[src/hdl/bepd_pkg.sv]
// ---------------------------------------------------------------------------
// bepd_pkg
// Shared types, register codes and constants of the band envelope peak
// detector.
// ---------------------------------------------------------------------------
package bepd_pkg;

    localparam int NUM_BANDS_DEF = 12;

    // register indexes on the configuration port
    typedef enum logic [2:0] {
        CFG_ACTIVE_BANDS    = 3'd0,
        CFG_AMP_GAIN        = 3'd1,
        CFG_ATTACK_GAIN     = 3'd2,
        CFG_RELEASE_GAIN    = 3'd3,
        CFG_DELTA_THRESHOLD = 3'd4,
        CFG_RISE_THRESHOLD  = 3'd5,
        CFG_LEVEL_FLOOR     = 3'd6,
        CFG_REFRACTORY      = 3'd7
    } t_cfg_idx;

    // register reset values
    localparam logic [3:0]  RST_ACTIVE_BANDS    = 4'd12;
    localparam logic [15:0] RST_AMP_GAIN        = 16'd5243;
    localparam logic [15:0] RST_ATTACK_GAIN     = 16'd22938;
    localparam logic [15:0] RST_RELEASE_GAIN    = 16'd5243;
    localparam logic [7:0]  RST_DELTA_THRESHOLD = 8'd38;
    localparam logic [15:0] RST_RISE_THRESHOLD  = 16'd5243;
    localparam logic [15:0] RST_LEVEL_FLOOR     = 16'd11796;
    localparam logic [2:0]  RST_REFRACTORY      = 3'd5;

    // shade mapping
    localparam logic [7:0] SHADE_MULT  = 8'd180;
    localparam logic [7:0] SHADE_BASE  = 8'd200;
    localparam logic [7:0] SHADE_MIN   = 8'd30;
    localparam logic [7:0] SHADE_MAX   = 8'd230;
    localparam logic [7:0] DARK_LIMIT  = 8'd170;

    typedef enum logic [2:0] {
        ST_IDLE,
        ST_MUL,
        ST_GAIN,
        ST_UPD,
        ST_DARK,
        ST_DONE
    } t_state;

    typedef struct packed {
        logic load_in;
        logic mul;
        logic gain;
        logic upd;
        logic dark;
        logic load_out;
    } t_cmd;

    typedef struct packed {
        logic out_free;
    } t_status;

endpackage

[src/hdl/bepd_ctrl.sv]
// ---------------------------------------------------------------------------
// bepd_ctrl
// Sequencer: steps one band beat through the datapath stages.
// ---------------------------------------------------------------------------
module bepd_ctrl (
    input  logic              i_clk,
    input  logic              i_rst_n,
    input  logic              i_s_tvalid,
    output logic              o_s_tready,
    input  bepd_pkg::t_status i_status,
    output bepd_pkg::t_cmd    o_cmd
);

    bepd_pkg::t_state r_state;
    bepd_pkg::t_state n_state;

    always_ff @(posedge i_clk) begin
        if (!i_rst_n) begin
            r_state <= bepd_pkg::ST_IDLE;
        end else begin
            r_state <= n_state;
        end
    end

    always_comb begin
        n_state    = r_state;
        o_cmd      = '0;
        o_s_tready = 1'b0;
        unique case (r_state)
            bepd_pkg::ST_IDLE: begin
                o_s_tready = 1'b1;
                if (i_s_tvalid) begin
                    o_cmd.load_in = 1'b1;
                    n_state       = bepd_pkg::ST_MUL;
                end
            end
            bepd_pkg::ST_MUL: begin
                o_cmd.mul = 1'b1;
                n_state   = bepd_pkg::ST_GAIN;
            end
            bepd_pkg::ST_GAIN: begin
                o_cmd.gain = 1'b1;
                n_state    = bepd_pkg::ST_UPD;
            end
            bepd_pkg::ST_UPD: begin
                o_cmd.upd = 1'b1;
                n_state   = bepd_pkg::ST_DARK;
            end
            bepd_pkg::ST_DARK: begin
                o_cmd.dark = 1'b1;
                n_state    = bepd_pkg::ST_DONE;
            end
            bepd_pkg::ST_DONE: begin
                if (i_status.out_free) begin
                    o_cmd.load_out = 1'b1;
                    n_state        = bepd_pkg::ST_IDLE;
                end
            end
            default: begin
                n_state = bepd_pkg::ST_IDLE;
            end
        endcase
    end

    a_accept_starts: assert property (@(posedge i_clk) disable iff (!i_rst_n)
        (i_s_tvalid && o_s_tready) |=> (r_state == bepd_pkg::ST_MUL))
        else $error("accepted beat did not start the multiply step");

    a_load_returns: assert property (@(posedge i_clk) disable iff (!i_rst_n)
        o_cmd.load_out |=> (r_state == bepd_pkg::ST_IDLE))
        else $error("result load did not return to idle");

    a_one_cmd: assert property (@(posedge i_clk) disable iff (!i_rst_n)
        $onehot0(o_cmd))
        else $error("more than one datapath command at once");

endmodule

[src/hdl/bepd_dp.sv]
// ---------------------------------------------------------------------------
// bepd_dp
// Datapath: config registers, per-band state, envelope math and result reg.
// ---------------------------------------------------------------------------
module bepd_dp #(
    parameter int NUM_BANDS = bepd_pkg::NUM_BANDS_DEF
) (
    input  logic              i_clk,
    input  logic              i_rst_n,
    // configuration
    input  logic              i_cfg_we,
    input  logic [2:0]        i_cfg_index,
    input  logic [15:0]       i_cfg_data,
    // input beat fields
    input  logic              i_restart,
    input  logic [3:0]        i_band_index,
    input  logic [15:0]       i_amplitude,
    input  logic [7:0]        i_band_delta,
    input  logic              i_delta_fresh,
    // control
    input  bepd_pkg::t_cmd    i_cmd,
    output bepd_pkg::t_status o_status,
    // result
    input  logic              i_m_tready,
    output logic              o_m_tvalid,
    output logic [3:0]        o_band_out,
    output logic [15:0]       o_band_energy,
    output logic              o_peak,
    output logic [7:0]        o_shade
);

    localparam int BW = (NUM_BANDS > 1) ? $clog2(NUM_BANDS) : 1;
    localparam int IW = (BW > 4) ? BW : 4;
    localparam logic [5:0] NB = 6'(NUM_BANDS);

    // config registers
    logic [3:0]  r_active;
    logic [15:0] r_amp_gain;
    logic [15:0] r_attack;
    logic [15:0] r_release;
    logic [7:0]  r_dthr;
    logic [15:0] r_rise;
    logic [15:0] r_floor;
    logic [2:0]  r_refr;

    // band state
    logic [15:0] r_energy [NUM_BANDS];
    logic [2:0]  r_cool   [NUM_BANDS];

    // beat under work
    logic [3:0]  r_band;
    logic [15:0] r_amp;
    logic [7:0]  r_delta;
    logic        r_fresh;
    logic [31:0] r_prod1;
    logic [31:0] r_prod2;
    logic        r_up;
    logic [15:0] r_prev;
    logic [15:0] r_e;
    logic        r_pk;
    logic [7:0]  r_dark;

    // result register
    logic        r_o_valid;
    logic [3:0]  r_o_band;
    logic [15:0] r_o_energy;
    logic        r_o_peak;
    logic [7:0]  r_o_shade;

    logic [IW-1:0] band_w;
    logic [BW-1:0] idx;
    logic [5:0]    band6;
    logic [5:0]    bands6;
    logic          oob;
    logic          in_active;
    logic [15:0]   amp_eff;
    logic [15:0]   target;
    logic          up;
    logic [15:0]   diff;
    logic [15:0]   step;
    logic [15:0]   n_e;
    logic [2:0]    cd_dec;
    logic          cond;
    logic          n_pk;
    logic [2:0]    n_cd;
    logic [23:0]   dark_prod;
    logic [7:0]    shade;

    assign band_w    = IW'(r_band);
    assign idx       = band_w[BW-1:0];
    assign band6     = {2'b00, r_band};
    assign bands6    = (r_active != 4'd0) ? {2'b00, r_active} : NB;
    assign oob       = (band6 >= NB);
    assign in_active = (band6 < bands6);
    assign amp_eff   = in_active ? r_amp : 16'd0;

    // target saturates at 1.0
    assign target = (r_prod1[31:24] != 8'd0) ? 16'hFFFF : r_prod1[23:8];
    assign up     = (target > r_prev);
    assign diff   = up ? (target - r_prev) : (r_prev - target);

    assign step   = r_prod2[31:16];
    assign n_e    = oob ? 16'd0 : (r_up ? (r_prev + step) : (r_prev - step));

    assign cd_dec = (oob || r_cool[idx] == 3'd0) ? 3'd0 : (r_cool[idx] - 3'd1);
    assign cond   = r_fresh ? (r_delta > r_dthr)
                            : ((n_e > r_prev) && ((n_e - r_prev) > r_rise) &&
                               (n_e > r_floor));
    assign n_pk   = !oob && cond && (cd_dec == 3'd0);
    assign n_cd   = n_pk ? r_refr : cd_dec;

    assign dark_prod = r_e * bepd_pkg::SHADE_MULT;
    assign shade     = (r_dark >= bepd_pkg::DARK_LIMIT) ? bepd_pkg::SHADE_MIN
                                                         : (bepd_pkg::SHADE_BASE - r_dark);

    assign o_status.out_free = !r_o_valid || i_m_tready;

    // config and band state
    always_ff @(posedge i_clk) begin
        if (!i_rst_n) begin
            r_active    <= bepd_pkg::RST_ACTIVE_BANDS;
            r_amp_gain  <= bepd_pkg::RST_AMP_GAIN;
            r_attack    <= bepd_pkg::RST_ATTACK_GAIN;
            r_release   <= bepd_pkg::RST_RELEASE_GAIN;
            r_dthr      <= bepd_pkg::RST_DELTA_THRESHOLD;
            r_rise      <= bepd_pkg::RST_RISE_THRESHOLD;
            r_floor     <= bepd_pkg::RST_LEVEL_FLOOR;
            r_refr      <= bepd_pkg::RST_REFRACTORY;
            for (int i = 0; i < NUM_BANDS; i++) begin
                r_energy[i] <= 16'd0;
                r_cool[i]   <= 3'd0;
            end
        end else begin
            if (i_cfg_we) begin
                unique case (bepd_pkg::t_cfg_idx'(i_cfg_index))
                    bepd_pkg::CFG_ACTIVE_BANDS:    r_active    <= i_cfg_data[3:0];
                    bepd_pkg::CFG_AMP_GAIN:        r_amp_gain  <= i_cfg_data;
                    bepd_pkg::CFG_ATTACK_GAIN:     r_attack    <= i_cfg_data;
                    bepd_pkg::CFG_RELEASE_GAIN:    r_release   <= i_cfg_data;
                    bepd_pkg::CFG_DELTA_THRESHOLD: r_dthr      <= i_cfg_data[7:0];
                    bepd_pkg::CFG_RISE_THRESHOLD:  r_rise      <= i_cfg_data;
                    bepd_pkg::CFG_LEVEL_FLOOR:     r_floor     <= i_cfg_data;
                    bepd_pkg::CFG_REFRACTORY:      r_refr      <= i_cfg_data[2:0];
                    default: ;
                endcase
            end
            if (i_cmd.load_in && i_restart) begin
                for (int i = 0; i < NUM_BANDS; i++) begin
                    r_energy[i] <= 16'd0;
                    r_cool[i]   <= 3'd0;
                end
            end else if (i_cmd.upd && !oob) begin
                r_energy[idx] <= n_e;
                r_cool[idx]   <= n_cd;
            end
        end
    end

    // work registers
    always_ff @(posedge i_clk) begin
        if (i_cmd.load_in) begin
            r_band  <= i_band_index;
            r_amp   <= i_amplitude;
            r_delta <= i_band_delta;
            r_fresh <= i_delta_fresh;
        end
        if (i_cmd.mul) begin
            r_prod1 <= amp_eff * r_amp_gain;
            r_prev  <= oob ? 16'd0 : r_energy[idx];
        end
        if (i_cmd.gain) begin
            r_prod2 <= diff * (up ? r_attack : r_release);
            r_up    <= up;
        end
        if (i_cmd.upd) begin
            r_e  <= n_e;
            r_pk <= n_pk;
        end
        if (i_cmd.dark) begin
            r_dark <= dark_prod[23:16];
        end
        if (i_cmd.load_out) begin
            r_o_band   <= r_band;
            r_o_energy <= r_e;
            r_o_peak   <= r_pk;
            r_o_shade  <= shade;
        end
    end

    always_ff @(posedge i_clk) begin
        if (!i_rst_n) begin
            r_o_valid <= 1'b0;
        end else if (i_cmd.load_out) begin
            r_o_valid <= 1'b1;
        end else if (i_m_tready) begin
            r_o_valid <= 1'b0;
        end
    end

    assign o_m_tvalid    = r_o_valid;
    assign o_band_out    = r_o_band;
    assign o_band_energy = r_o_energy;
    assign o_peak        = r_o_peak;
    assign o_shade       = r_o_shade;

    a_no_overwrite: assert property (@(posedge i_clk) disable iff (!i_rst_n)
        i_cmd.load_out |-> (!r_o_valid || i_m_tready))
        else $error("result register overwritten while held");

    a_shade_range: assert property (@(posedge i_clk) disable iff (!i_rst_n)
        r_o_valid |-> (r_o_shade >= bepd_pkg::SHADE_MIN &&
                       r_o_shade <= bepd_pkg::SHADE_MAX))
        else $error("shade out of range");

    a_oob_quiet: assert property (@(posedge i_clk) disable iff (!i_rst_n)
        (r_o_valid && ({2'b00, r_o_band} >= NB)) |->
            (!r_o_peak && r_o_energy == 16'd0))
        else $error("out of range band gave energy or peak");

endmodule

[src/hdl/band_envelope_peak_detector_core.sv]
// ---------------------------------------------------------------------------
// band_envelope_peak_detector_core
// Per-band attack/release envelope follower with refractory peak detect.
// ---------------------------------------------------------------------------
//  channel   dir  handshake                 payload
//  s         in   i_s_tvalid / o_s_tready   tdata: band_index, amplitude, band_delta
//                                           tuser: restart, delta_fresh
//  m         out  o_m_tvalid / i_m_tready   tdata: band_out, band_energy, shade
//                                           tuser: peak
//  cfg       in   i_cfg_valid / o_cfg_ready index 0..7, 16-bit data
//
//  A beat runs through these steps, from accept to the next accept: accept,
//  scale multiply, gain multiply, energy/peak update, shade multiply, result
//  load. The two chained multiplies plus the shade multiply are each registered.
//  Result sits in an output register; a stalled m side holds the sequencer
//  in its last step until the result register frees up.
//  Reset (i_rst_n low, synchronous) clears all band state at once and loads
//  the register defaults. Config writes are always ready.
// ---------------------------------------------------------------------------
module band_envelope_peak_detector_core #(
    parameter int NUM_BANDS = bepd_pkg::NUM_BANDS_DEF
) (
    input  logic        i_clk,
    input  logic        i_rst_n,
    // input stream
    input  logic        i_s_tvalid,
    output logic        o_s_tready,
    input  logic [31:0] i_s_tdata,   // [3:0] band_index, [19:4] amplitude,
                                     // [27:20] band_delta, [31:28] zero
    input  logic [1:0]  i_s_tuser,   // [0] restart, [1] delta_fresh
    // result stream
    output logic        o_m_tvalid,
    input  logic        i_m_tready,
    output logic [31:0] o_m_tdata,   // [3:0] band_out, [19:4] band_energy,
                                     // [27:20] shade, [31:28] zero
    output logic [0:0]  o_m_tuser,   // [0] peak
    // configuration
    input  logic        i_cfg_valid,
    output logic        o_cfg_ready,
    input  logic [2:0]  i_cfg_index,
    input  logic [15:0] i_cfg_data
);

    bepd_pkg::t_cmd    cmd;
    bepd_pkg::t_status status;

    logic [3:0]  band_out;
    logic [15:0] band_energy;
    logic        peak;
    logic [7:0]  shade;

    // config is taken any cycle; only written while idle by contract
    assign o_cfg_ready = 1'b1;

    bepd_ctrl u_ctrl (
        .i_clk      (i_clk),
        .i_rst_n    (i_rst_n),
        .i_s_tvalid (i_s_tvalid),
        .o_s_tready (o_s_tready),
        .i_status   (status),
        .o_cmd      (cmd)
    );

    bepd_dp #(
        .NUM_BANDS (NUM_BANDS)
    ) u_dp (
        .i_clk         (i_clk),
        .i_rst_n       (i_rst_n),
        .i_cfg_we      (i_cfg_valid && o_cfg_ready),
        .i_cfg_index   (i_cfg_index),
        .i_cfg_data    (i_cfg_data),
        .i_restart     (i_s_tuser[0]),
        .i_band_index  (i_s_tdata[3:0]),
        .i_amplitude   (i_s_tdata[19:4]),
        .i_band_delta  (i_s_tdata[27:20]),
        .i_delta_fresh (i_s_tuser[1]),
        .i_cmd         (cmd),
        .o_status      (status),
        .i_m_tready    (i_m_tready),
        .o_m_tvalid    (o_m_tvalid),
        .o_band_out    (band_out),
        .o_band_energy (band_energy),
        .o_peak        (peak),
        .o_shade       (shade)
    );

    // pack result beat, low field first
    assign o_m_tdata = {4'd0, shade, band_energy, band_out};
    assign o_m_tuser = peak;

endmodule

[config.mk]
export PLATFORM = sky130hd
export DESIGN_NAME = band_envelope_peak_detector_core
export DESIGN_NICKNAME = d
export VERILOG_FILES = /design/src/hdl/bepd_pkg.sv /design/src/hdl/bepd_ctrl.sv /design/src/hdl/bepd_dp.sv /design/src/hdl/band_envelope_peak_detector_core.sv
export SDC_FILE = /design/constraint.sdc
export NUM_CORES = 2
export LEC_CHECK = 0
export BUFFER_PORTS_ARGS = -buffer_cell sky130_fd_sc_hd__buf_2
export CAP_MARGIN = 20
export CORE_MARGIN = 2
export CORE_UTILIZATION = 60
export CTS_BUF_LIST = sky130_fd_sc_hd__clkbuf_4 sky130_fd_sc_hd__clkbuf_8
export CTS_CLUSTER_SIZE = 20
export DETAILED_ROUTE_END_ITERATION = 6
export PLACE_DENSITY = 0.81
export RECOVER_POWER = 50
export SETUP_SLACK_MARGIN = 0.5
export SYNTH_ARGS = -nofsm -noshare
export SYNTH_HDL_FRONTEND = slang
export SYNTH_SLANG_ARGS = --single-unit
export TNS_END_PERCENT = 50
[constraint.sdc]
create_clock -name i_clk -period 17.2 [get_ports i_clk]
set_clock_uncertainty 0.2 [all_clocks]
set_input_delay 2.58 -clock i_clk [delete_from_list [all_inputs] [get_ports i_clk]]
set_output_delay 2.58 -clock i_clk [all_outputs]
set_load 0.1 [all_outputs]
==> metrics <==
vias in the first global route=slightly below 30000; gpl congestion=0.9401; DRT iter0 DRCs=about 3000; Post-Route WL=~98000 um; die height=about 260 um; fin crit period=between 10 and 15 ns; area fraction of the dominant cell type after synthesis=roughly 28%; top post-synthesis cells by area=edfxtp_1 28%, fa_1 20%, ha_1 11%, inv_1 5.8%, dfxtp_1 5.1%; fin crit share=between 70% and 80%; failing checks=max-capacitance violations, max-slew violations; Sink Count=483; critical-path cell with the highest stage delay=nor4_1; Crit path required time=17.42 ns; clock root cell=clkbuf_8; Post-Syn Area=a little over 0.04 mm2; clk_lat worst skew=around 0.68 ns; H-tree lvl count=3; area delta synth->final=6.449%; DR vias=just under 30000; sequential area share after synthesis=between 30 and 40%; Fillers=5106; buffers added on ports=84; primary flip-flop cell chosen by synthesis mapping=edfxtp_1; clock tree from TritonCTS=done; Slew headroom=-188.2%; Finish-stage setup viols=0; crit-path leading delay family=adder cells; first-pass GRT wire length=about 160000 um; Synth area leader=edfxtp_1; status=finished with violations; HP Class=flop to flop; ys async rst share=0%; Post-DP HPWL=72850 um; share of cells above drive strength 1=under 10%; deepest clock path buffer count=3; core area=between 0.06 and 0.07 mm2; Setup crit start kind=flop; crit path kind=flop to flop; Worst EP arrival=12.65 ns; nets=approximately 4800; Avg Inst Size Synth=~10 um2; number of post-CTS setup repair buffers=0; number of synthesized flops with an enable pin=between 300 and 400; Hold Buf Count CTS=0; Gate Count Post-Synth=between 3000 and 4000; gr ovfl total=0; CTS buffer count=slightly below 80; drt pass-1 iters=6; total negative setup slack=0 ns; Max FO, Critical Path=35; Via density=between 5 and 6; die area=approximately 0.07 mm2; worst path bufs/invs=4; # resized after CTS=0; antenna-violating nets left=0; fmax=a little over 80 MHz; Slew Viols, Final=330; I/O pin total=94; pin count of the biggest net entering global routing=slightly above 100; CTS clock-pin slew for the worst setup and hold paths=~0.06 ns; maxcap violations=7; Hold Vio Cnt, Final=0; Row Count=95; Distinct cells, synth=80; RSZ-0062 raised after global routing=false; number of warnings issued by yosys=0; Horiz. Die Dim=~260 um; CP most frequent cell=fa_1; Wirelength per Cell=between 15 and 20 um; initial antenna violation count=4; Starting Density=60.54%; DRC viols=0; Synth Register Bits=between 400 and 500; GRT Util Overall=about 29%; slew of the pin with the lowest slew margin=4.323 ns; endpoint type of the worst setup path=flop; critical path's largest stage delay=approximately 0.85 ns
## flip-flops by register name, summed over array words and instances, names as in the netlist, 16 cells and up, named ones only
| register | flops |
|---|---|
| u_dp.r_cool | 48 |
| u_dp.r_prod2 | 16 |
| u_dp.r_amp | 16 |
| u_dp.r_prev | 16 |
| u_dp.o_band_energy | 16 |
| u_dp.r_rise | 16 |
| u_dp.r_release | 16 |
| u_dp.r_floor | 16 |
| u_dp.r_attack | 16 |
| u_dp.r_e | 16 |
| u_dp.r_energy | 192 |
| u_dp.r_amp_gain | 16 |
| u_dp.r_prod1 | 24 |
## area by class of cell
type	instances	area (um2)	share of cell area [%]
diodes	1	2.502	0.005792
clock buffers	111	1359	3.145
clock inverters	27	272.8	0.6314
inverters	622	2335	5.404
multi-input cells	2675	24050	55.67
flip-flops and latches	483	13470	31.19
well taps	873	1092	2.528
repair buffers	125	616.8	1.428
## worst min-delay path, cell delays in order, from the launching register on
cell and delay, ns:
dfxtp_1 0.31, nand2_1 0.04, a21boi_0 0.06
## cells in the mapped netlist (47+ instances only)
| master | instances |
|---|---|
| clkbuf_1 | 158 |
| mux4_2 | 63 |
| a21oi_1 | 81 |
| mux2i_1 | 51 |
| inv_1 | 622 |
| nand3_1 | 51 |
| fa_1 | 415 |
| a21boi_0 | 52 |
| dfxtp_1 | 103 |
| and2_1 | 47 |
| xnor2_1 | 63 |
| nand2_1 | 536 |
| edfxtp_1 | 380 |
| ha_1 | 350 |
| and3_1 | 93 |
| nor2_1 | 394 |
## kinds of logic (layout without fill, tap and decap cells)
group           count (synthesis)  after routing  synth area share (%)
flops                         483            483                 33.20
other cells                     2             18               0.01850
xor+xnor                      104            104                 2.328
fa+ha+maj                     765            765                 31.26
compound gates                359            359                 6.030
mux                           139            139                 5.454
simple gates                 1291           1291                 14.00
buf+inv                       817            885                 7.710
## per-stage QoR
step | instance area (um2) | cells | hold slack (ns) | utilization, % | setup WS (ns)
after floorplan | 40640 | 3975 | 0.2003 | - | 7.758
after global placement | 41680 | 4775 | 0.2449 | 62.17 | 5.307
after detailed placement | 41680 | 4775 | 0.2408 | 62.17 | 5.121
after CTS | 43310 | 4913 | 0.2519 | 64.60 | 5.066
after global routing | 43200 | 4917 | 0.2494 | 64.44 | 4.251
final | 43200 | 4917 | 0.2677 | 64.44 | 4.770
## cell usage in the layout, fill, tap and decap left out, drive strengths merged, types with 5 or more instances in the layout
cell / netlist / layout
and3: 93 / 93
clkbuf: 159 / 164
a31oi: 5 / 5
nand2: 536 / 536
clkinv: 0 / 16
dfxtp: 103 / 103
a41oi: 6 / 6
nand3: 51 / 51
and2: 49 / 49
a21boi: 57 / 57
o211ai: 20 / 20
nor2b: 28 / 28
nor3: 29 / 29
or3: 7 / 7
a211oi: 6 / 6
a21oi: 84 / 84
a221oi: 5 / 5
nor3b: 9 / 9
o22ai: 18 / 18
mux2i: 52 / 52
o21bai: 9 / 9
a21o: 43 / 43
nand4: 22 / 22
o21a: 18 / 18
ha: 350 / 350
nor4: 9 / 9
or2: 18 / 18
fa: 415 / 415
mux4: 63 / 63
buf: 36 / 72
nor2: 394 / 394
o21ai: 52 / 52
xnor2: 64 / 64
inv: 622 / 629
xor2: 40 / 40
conb: 2 / 17
mux2: 24 / 24
edfxtp: 380 / 380
nand2b: 39 / 39
## final timing paths
kind                                                      to  cells after the start  slack [ns]                         start
worst max-delay path              u_dp.r_prod2[31]$_DFFE_PP_                     32        4.77    u_dp.r_prod1[31]$_DFFE_PP_
worst min-delay path            u_dp.r_floor[1]$_SDFFE_PN0P_                      2        0.27  u_dp.r_floor[1]$_SDFFE_PN0P_
worst max register to register    u_dp.r_prod2[31]$_DFFE_PP_                     32        4.77    u_dp.r_prod1[31]$_DFFE_PP_
worst min register to register  u_dp.r_floor[1]$_SDFFE_PN0P_                      2        0.27  u_dp.r_floor[1]$_SDFFE_PN0P_
## layer usage
metal,track usage [%],up-vias,routed length [um]
met4,10.49,2,3313
met5,0,-,9
met1,38.55,14190,38490
met3,5.835,226,10140
met2,46.02,1454,46090
li1,-,12940,-
Power is left out: the tool's default activity adds up to more than one toggle a clock period on the data nets, which glitch-free logic cannot reach.
